==> src/hw/rtl/swm_pkg.sv <==
package swm_pkg;

    localparam int DATA_W = 32;
    localparam int CFG_W = 7;
    localparam int APB_AW = 3;
    localparam int APB_DW = 32;

    localparam logic [CFG_W-1:0] WINDOW_LENGTH_RESET = 7'd5;

    // Register index, taken from paddr[2].
    localparam logic REG_WINDOW_LENGTH = 1'b0;

    typedef struct packed {
        logic step;
        logic clear;
        logic flush;
        logic full;
    } swm_ctl_t;

endpackage

==> src/hw/rtl/swm_cell.sv <==
module swm_cell #(
    parameter int AGE_W = 6
) (
    input  logic                               aclk,
    input  logic                               aresetn,
    input  swm_pkg::swm_ctl_t                  ctl,
    input  logic signed [swm_pkg::DATA_W-1:0]  sample,
    input  logic [AGE_W-1:0]                   oldest_age,
    input  logic                               left_valid,
    input  logic                               left_le,
    input  logic signed [swm_pkg::DATA_W-1:0]  left_val,
    input  logic [AGE_W-1:0]                   left_age,
    input  logic                               left_del,
    input  logic                               right_valid,
    input  logic                               right_le,
    input  logic signed [swm_pkg::DATA_W-1:0]  right_val,
    input  logic [AGE_W-1:0]                   right_age,
    output logic                               eff_valid,
    output logic                               le,
    output logic signed [swm_pkg::DATA_W-1:0]  val,
    output logic [AGE_W-1:0]                   age,
    output logic                               del_out
);
    import swm_pkg::*;

    logic                     valid_reg, valid_next;
    logic signed [DATA_W-1:0] val_reg, val_next;
    logic [AGE_W-1:0]         age_reg, age_next;
    logic                     del_self;
    logic                     shift_a;
    logic                     a_valid, a_le, b_valid, b_le;
    logic signed [DATA_W-1:0] a_val, b_val;
    logic [AGE_W-1:0]         a_age, b_age;

    assign eff_valid = valid_reg & ~ctl.clear;
    assign le        = eff_valid & (val_reg <= sample);
    assign val       = val_reg;
    assign age       = age_reg;
    assign del_self  = ctl.full & eff_valid & (age_reg == oldest_age);
    assign del_out   = left_del | del_self;

    // Once the oldest entry at or left of this cell leaves, the survivors shift left by one.
    assign shift_a = left_del | del_self;

    always_comb begin
        if (shift_a) begin
            a_valid = right_valid;
            a_le    = right_le;
            a_val   = right_val;
            a_age   = right_age;
        end else begin
            a_valid = eff_valid;
            a_le    = le;
            a_val   = val_reg;
            a_age   = age_reg;
        end
        if (left_del) begin
            b_valid = eff_valid;
            b_le    = le;
            b_val   = val_reg;
            b_age   = age_reg;
        end else begin
            b_valid = left_valid;
            b_le    = left_le;
            b_val   = left_val;
            b_age   = left_age;
        end
        if (a_le) begin
            valid_next = a_valid;
            val_next   = a_val;
            age_next   = a_age + AGE_W'(1);
        end else if (b_le) begin
            valid_next = 1'b1;
            val_next   = sample;
            age_next   = '0;
        end else begin
            valid_next = b_valid;
            val_next   = b_val;
            age_next   = b_age + AGE_W'(1);
        end
    end

    always_ff @(posedge aclk) begin
        if (!aresetn) begin
            valid_reg <= 1'b0;
        end else if (ctl.flush) begin
            valid_reg <= 1'b0;
        end else if (ctl.step) begin
            valid_reg <= valid_next;
        end
    end

    always_ff @(posedge aclk) begin
        if (ctl.step) begin
            val_reg <= val_next;
            age_reg <= age_next;
        end
    end

endmodule

==> config.mk <==
export PLATFORM = sky130hd
export DESIGN_NAME = swm_cell
export DESIGN_NICKNAME = d
export VERILOG_FILES = /design/src/hw/rtl/swm_pkg.sv /design/src/hw/rtl/swm_cell.sv
export SDC_FILE = /design/constraint.sdc
export NUM_CORES = 1
export LEC_CHECK = 0
export ABC_AREA = 1
export BUFFER_PORTS_ARGS = -buffer_cell sky130_fd_sc_hd__clkbuf_2
export CAP_MARGIN = 30
export CELL_PAD_IN_SITES_DETAIL_PLACEMENT = 0
export CELL_PAD_IN_SITES_GLOBAL_PLACEMENT = 1
export CORE_AREA = 2 2 105 107
export DETAILED_ROUTE_END_ITERATION = 16
export DIE_AREA = 0 0 107 109
export PLACE_DENSITY_LB_ADDON = 0.15
export SLEW_MARGIN = 10
export SYNTH_ARGS = -nofsm -noshare
export SYNTH_HDL_FRONTEND = slang
export SYNTH_SLANG_ARGS = --single-unit
==> constraint.sdc <==
create_clock -name aclk -period 4.9 [get_ports aclk]
set_clock_uncertainty 0.15 [all_clocks]
set_input_delay 0.245 -clock aclk [delete_from_list [all_inputs] [get_ports aclk]]
set_output_delay 0.245 -clock aclk [all_outputs]
set_load 0.01 [all_outputs]
======== Word-level counts from Yosys, hierarchy flattened ========
Cells that the tools add are included.
storage, ports and cells
  register bits ........................... 39
  bits of input ports ..................... 125
  output and inout port bits .............. 41
  word-level logic and storage cells ...... 32
cells by class
  add/subtract/negate cells ............... 2
  order comparisons ....................... 1
  eq/ne operators ......................... 3
  mux-type cells .......................... 14
  bitwise operators ....................... 7
  reduce and logical (&&, ||, !) cells .... 2
operators with widths
  kind                                                   count
  two-way mux 32 bit                                     4
  less-or-equal comparator 32 bit                        1
  two-way mux 6 bit                                      4
  adder 6 x 1 -> 6 bit, second input constant            2
  == test 6 bit                                          1
  two-way mux 1 bit                                      6
  bitwise AND 1 bit                                      4
  inequality test 3 x 1 -> 1 bit, second input constant  1
  AND reduction 3 bit                                    1
  inequality test 2 bit, second input constant           1
  NOT 1 bit                                              2
  OR reduction 2 bit                                     1
  bitwise OR 1 bit                                       1

======== Longest topological paths before layout ========
  depth in word-level cells ............... 8
  mapped depth ............................ 22
  depth with buffers taken out ............ 21

======== Least setup slack after synthesis ========
Ideal clock, no wire load.
  path kind ............................... reg-to-reg
  start ................................... register val_reg[31] (netlist: val[31])
  end ..................................... register val_reg[0] (netlist: val[0]) (enable)
  library setup time ...................... 0.421 ns
  data arrival time ....................... 3.005 ns
  data required time ...................... 4.329 ns
  slack ................................... 1.324 ns
  cell stages (with the launch flop) ...... 14
  buffers on the path ..................... 0
  period minus slack after synthesis ...... 3.576 ns
  cells stage by stage .................... edfxtp_1 ha_1 nand2_1 nor2_1 nand2_1 nor2_1 nand2_1 nand2_1 nand2_1 nand3_1 nand2_1 nand2_2 o21ai_0 nor2_1
on the way
  word-level cells in the longest chain between the ends .. 5
  elaborated cells on any way between the ends .. 7
  those cells by class .................... order compare (1); eq/ne (2); mux (2); bitwise (1); reduce/logical (1)
ends and longest elaborated chain
  element                                                                                   line                            text
  from (decl)                                                                               swm_cell.sv:27                  logic signed [DATA_W-1:0] val_reg, val_next;
  from (signal assigned)                                                                    swm_cell.sv:95                  val_reg <= val_next;
  less-or-equal comparator 32 bit *                                                         swm_cell.sv:36                  assign le = eff_valid & (val_reg <= sample);
  bitwise AND 1 bit *                                                                       swm_cell.sv:36
  two-way mux 1 bit, on equally long branches                                               swm_cell.sv:46, swm_cell.sv:57
  inequality test 3 x 1 -> 1 bit (no source line) or inequality test 2 bit (tied branches)  --
  AND reduction 3 bit (no source line) *                                                    --
Every way passes the cells marked *; elsewhere a longest branch is shown, timed or not.
A chain may end at the register's enable or synchronous reset.

======== Final worst setup path ========
  start ................................... register val_reg[31] (netlist: val[31])
  end ..................................... register age_reg[0] (netlist: age[0]), data pin
on the way
  word-level cells in the longest chain between the ends .. 5
  elaborated cells on any way between the ends .. 6
  those cells by class .................... order compare (1); mux (4); bitwise (1)
ends and longest elaborated chain
  element                            line            text
  less-or-equal comparator 32 bit *  swm_cell.sv:36
  bitwise AND 1 bit *                swm_cell.sv:36
  two-way mux 1 bit                  swm_cell.sv:57  if (left_del) begin
  two-way mux 6 bit                  swm_cell.sv:72  end else if (b_le) begin
  two-way mux 6 bit *                swm_cell.sv:68  if (a_le) begin
  named net age_next[0]              swm_cell.sv:28  logic [AGE_W-1:0] age_reg, age_next;
  to (signal assigned)               swm_cell.sv:96  age_reg <= age_next;
  to (decl)                          swm_cell.sv:28
The timed path passes the listed nets; every way through them passes the cells marked *.

==> run summary <==
CTS built an H-tree with a depth of 2. The tightest hold path in the finished design has a slack of 19.2 ps. The run gives 35 as the unique cell type count in the Yosys netlist. The die outline height was 109 um; the overall global routing resource usage was 16.8%. Synthesis produced 433 cells.

The share of Yosys cell area claimed by the top area cell type is 33.4%. In this run the remaining antenna-violating nets after routing total 0. The min-delay analysis places its worst path in the category primary input to register. The run gives 0 as the DRC violation count after routing. For the number of clock sinks, the log shows 39.

In this run, placement finished with an instance count of 724. The post-synthesis compound-gate area fraction is 20.4%, and the maximum number of pins on one net before global-route repair is 39. The routability-driven placement congestion ratio is 0.787.

TritonCTS built the clock tree. The run finished with clean final reports. Of the cells placed in the final design, the portion with a size suffix greater than 1 is 37.6%. Walking the worst path, the cells encountered are ha_1 -> nand2_1 -> nor2_1 -> nand2_1 -> nor2_1 -> nand2_1 -> nand3_1 -> nand3_1 -> nand2_2 -> nand2_4 -> inv_2 -> nand2_1 -> o22ai_1. During synthesis, Yosys emitted a total of 0 warnings.

The first TritonRoute pass finished after 4 iterations. The CTS buffer count was 5. Simple-gate share of the synthesized area: 20.6%. The combined area of the multi-input logic cells is 0.00192 mm^2.

Data arrives at the worst endpoint at 3440 ps. Clock-pin slew was measured on the worst setup and hold paths at 80 ps. The maximum buffer depth of the clock tree was 2. The run gives 0 as the max-cap check violation count.

The area added between synthesis and finish was 29.6%. Summing the areas of all fa, ha and maj instances in the mapped netlist gives 12.5% of the synthesized area. Each instance of the synthesized netlist takes up on average 7.89 um^2. The number of gates resized after CTS was 0. STA classifies the critical path endpoint as a register. For this design the total switching power over the nets is 0.326 mW. Post-CTS setup repair buffer count: 0. Combinational logic burns 33.9% of the power.

The overall die width works out to 107 um. The leakage dissipation was 2.28 nW; the xor/xnor share of the synthesized area was 2.31%. During placement, the flow inserted port buffers numbering 165. The count of placed standard cells in the final layout, fillers left out was 733. Power spread over the standard cell area amounts to 220 mW/mm^2.

Type of origin of the critical path: a register. The switching power as a share of total power was 33.5%. The dominant combinational cell family by area after synthesis is simple AND/OR/NAND/NOR gates. Final antenna diode count: 0. The relative slew slack is 47.9%, and the number of synthesized register bits is 39.

Data on the critical path is required at its endpoint by 4870 ps. Slew at the pin closest to its max-slew limit: 781 ps. Based on the critical path, the design can be clocked at up to 288 MHz.

The sequential share of the synthesized area was 34.0%. The filler cells instantiated in the layout total 1141. The critical path's most frequent cell was sky130_fd_sc_hd__nand2_1. The average wire length per cell after detail routing is 13.1 um. The internal power was 0.647 mW.

For the max-slew violation count, the log shows 0. The logs give 290 ps for the clock latency on the worst-skew pair and 99 for the number of violations reported at the end of detailed-routing iteration 0. Of the available clock period, the critical path in the final layout requires 70.8%. The final layout contains 751 nets. On the critical path, the stage with the largest delay is an instance of sky130_fd_sc_hd__inv_2.

The flip-flop count of the largest register after layout came out at 32. For the proportion of power drawn by flip-flops and latches, the log shows 43.5%. IR analysis of the VDD net gives a maximum drop of 85.6 uV.

The cell area that synthesis handed to floorplanning was 0.00341 mm^2. The total power consumption of the routed design is 0.973 mW. The core region is 0.0106 mm^2.

For the number of global-route vias before repair, the log shows 3361. The number of antenna violations at the first check in global routing is 0, and the total negative slack is 0 ps. The clock tree root driver cell is sky130_fd_sc_hd__clkbuf_8.

The number of placement rows is 38, and the die outline area is 0.0117 mm^2. Setup violations remaining at the end of the flow were counted as 0. The run gives 0 as the number of hold-slack violations in the final timing report. Once the floorplan was initialized, standard cells occupied 32.2% of the core. The fraction of synthesized area in multiplexers came out at 0.293%.

Of all flip-flops after synthesis, the portion carrying an async set or reset was 0%. In the final layout, flip-flops and latches occupy 0.00116 mm^2. The total overflow left after global routing is 0. The run gives 41.8% as the share of the core filled with cells. Number of enable-type register cells in the synthesized netlist: 38. Counting instances in the post-synthesis netlist gives the leading cell types as sky130_fd_sc_hd__nand2_1, sky130_fd_sc_hd__inv_1, sky130_fd_sc_hd__nor2_1.

The share of total power dissipated in the clock network is 22.5%. Predominant post-synthesis flop cell: sky130_fd_sc_hd__edfxtp_1. After synthesis, the cell types taking the most area are sky130_fd_sc_hd__edfxtp_1, sky130_fd_sc_hd__ha_1, sky130_fd_sc_hd__nand2_1. The run gives 15.5 mm as the first-pass GRT wire length.

The largest area contributor in the netlist is sky130_fd_sc_hd__edfxtp_1. The detailed-route vias per instance was 4.56. Maximum fanout along the worst path: 38.

The post-DP HPWL was 7.58 mm; the post-synthesis net count was 592. The overall via count from detail_route came out at 3343. The most frequent cell after synthesis was sky130_fd_sc_hd__nand2_1. Type of the worst setup path: register to register. The wire length after detailed routing is 9.58 mm.

Setup repair after global routing left no endpoint under its margin. In this run the count of I/O pins placed on the die edge is 166. The worst path in the final design needs a cycle of 3470 ps, including I/O delays and setup. The biggest cell delay along the critical path works out to 690 ps.
-- path summary, 6_finish.rpt --
path                    end  slack (ps)  startpoint  cells after the start
setup reg to reg     age[0]        1430     val[31]                     13
hold / removal    valid_reg          20      ctl[1]                      4
hold reg to reg   valid_reg         310   valid_reg                      2
setup / recovery     age[0]        1430     val[31]                     13
-- stage by stage --
stage | area [um^2] | worst slack [ps]
after floorplan | 3410 | 1320
after global placement | 4310 | 1390
after detailed placement | 4340 | 1370
after CTS | 4430 | 1330
after global routing | 4430 | 951
final | 4430 | 1430
-- critical path: cells and delay by family (launching register included) --
family                   cells  cell delay [ps]
AO/OA/AOI/OAI                1              180
adder cells (fa/ha/maj)      1              390
buffers and inverters        1              690
flip-flops                   1              410
AND/OR/NAND/NOR             10             1470
-- layer usage --
| metal | GRT usage, % | part of all wire [%] | up-vias |
|---|---|---|---|
| met3 | 4.24 | 7.1 | 7 |
| met5 | 0 | 0 | - |
| met4 | 4.45 | 1.0 | 0 |
| met2 | 29.2 | 46 | 100 |
| li1 | - | - | 1756 |
| met1 | 20.7 | 45 | 1480 |
-- power groups by stage --
stage / Clock (mW) / Combinational [mW] / Sequential [mW]
finish: 0.219 / 0.330 / 0.424
floorplan: 0 / 0.195 / 0.442
detailed placement: 0 / 0.334 / 0.432
global placement: 0 / 0.326 / 0.432
global route: 0.240 / 0.382 / 0.427
CTS: 0.231 / 0.337 / 0.425
-- cell usage in the layout (no fill, tap or decap), types with 2 or more instances in the layout --
cell type	n
sky130_fd_sc_hd__a21oi_1	18
sky130_fd_sc_hd__clkbuf_1	2
sky130_fd_sc_hd__clkbuf_2	165
sky130_fd_sc_hd__clkbuf_8	5
sky130_fd_sc_hd__edfxtp_1	38
sky130_fd_sc_hd__ha_1	34
sky130_fd_sc_hd__inv_1	57
sky130_fd_sc_hd__inv_2	2
sky130_fd_sc_hd__nand2_1	96
sky130_fd_sc_hd__nand2_2	2
sky130_fd_sc_hd__nand2_4	2
sky130_fd_sc_hd__nand3_1	11
sky130_fd_sc_hd__nand4_1	3
sky130_fd_sc_hd__nor2_1	47
sky130_fd_sc_hd__o21a_1	2
sky130_fd_sc_hd__o21ai_0	28
sky130_fd_sc_hd__o21ai_1	16
sky130_fd_sc_hd__o21ai_2	37
sky130_fd_sc_hd__o22ai_1	4
sky130_fd_sc_hd__or2_2	2
sky130_fd_sc_hd__xnor2_1	4
sky130_fd_sc_hd__xor2_1	5
-- final cells by class --
class | instances | area share, %
inverters | 59 | 5.00
well taps | 140 | 3.96
flip-flops and latches | 39 | 26.2
multi-input cells | 320 | 43.5
clock inverters | 1 | 0.113
clock buffers | 7 | 1.72
repair buffers | 167 | 19.5
-- cell families (layout without fill, tap and decap cells) --
logic type	Yosys count	count (layout)
AND/OR/NAND/NOR	169	169
adder cells (fa/ha/maj)	34	34
multiplexers	1	1
XOR/XNOR	9	9
AO/OA/AOI/OAI	107	107
buffers and inverters	74	234
flip-flops	39	39
-- what timing repair did --
action	CTS	global route
hold buffers	1	0
setup endpoints to repair	0	0
hold endpoints to repair	1	0
No activity file was read; power rests on OpenSTA's default activity.
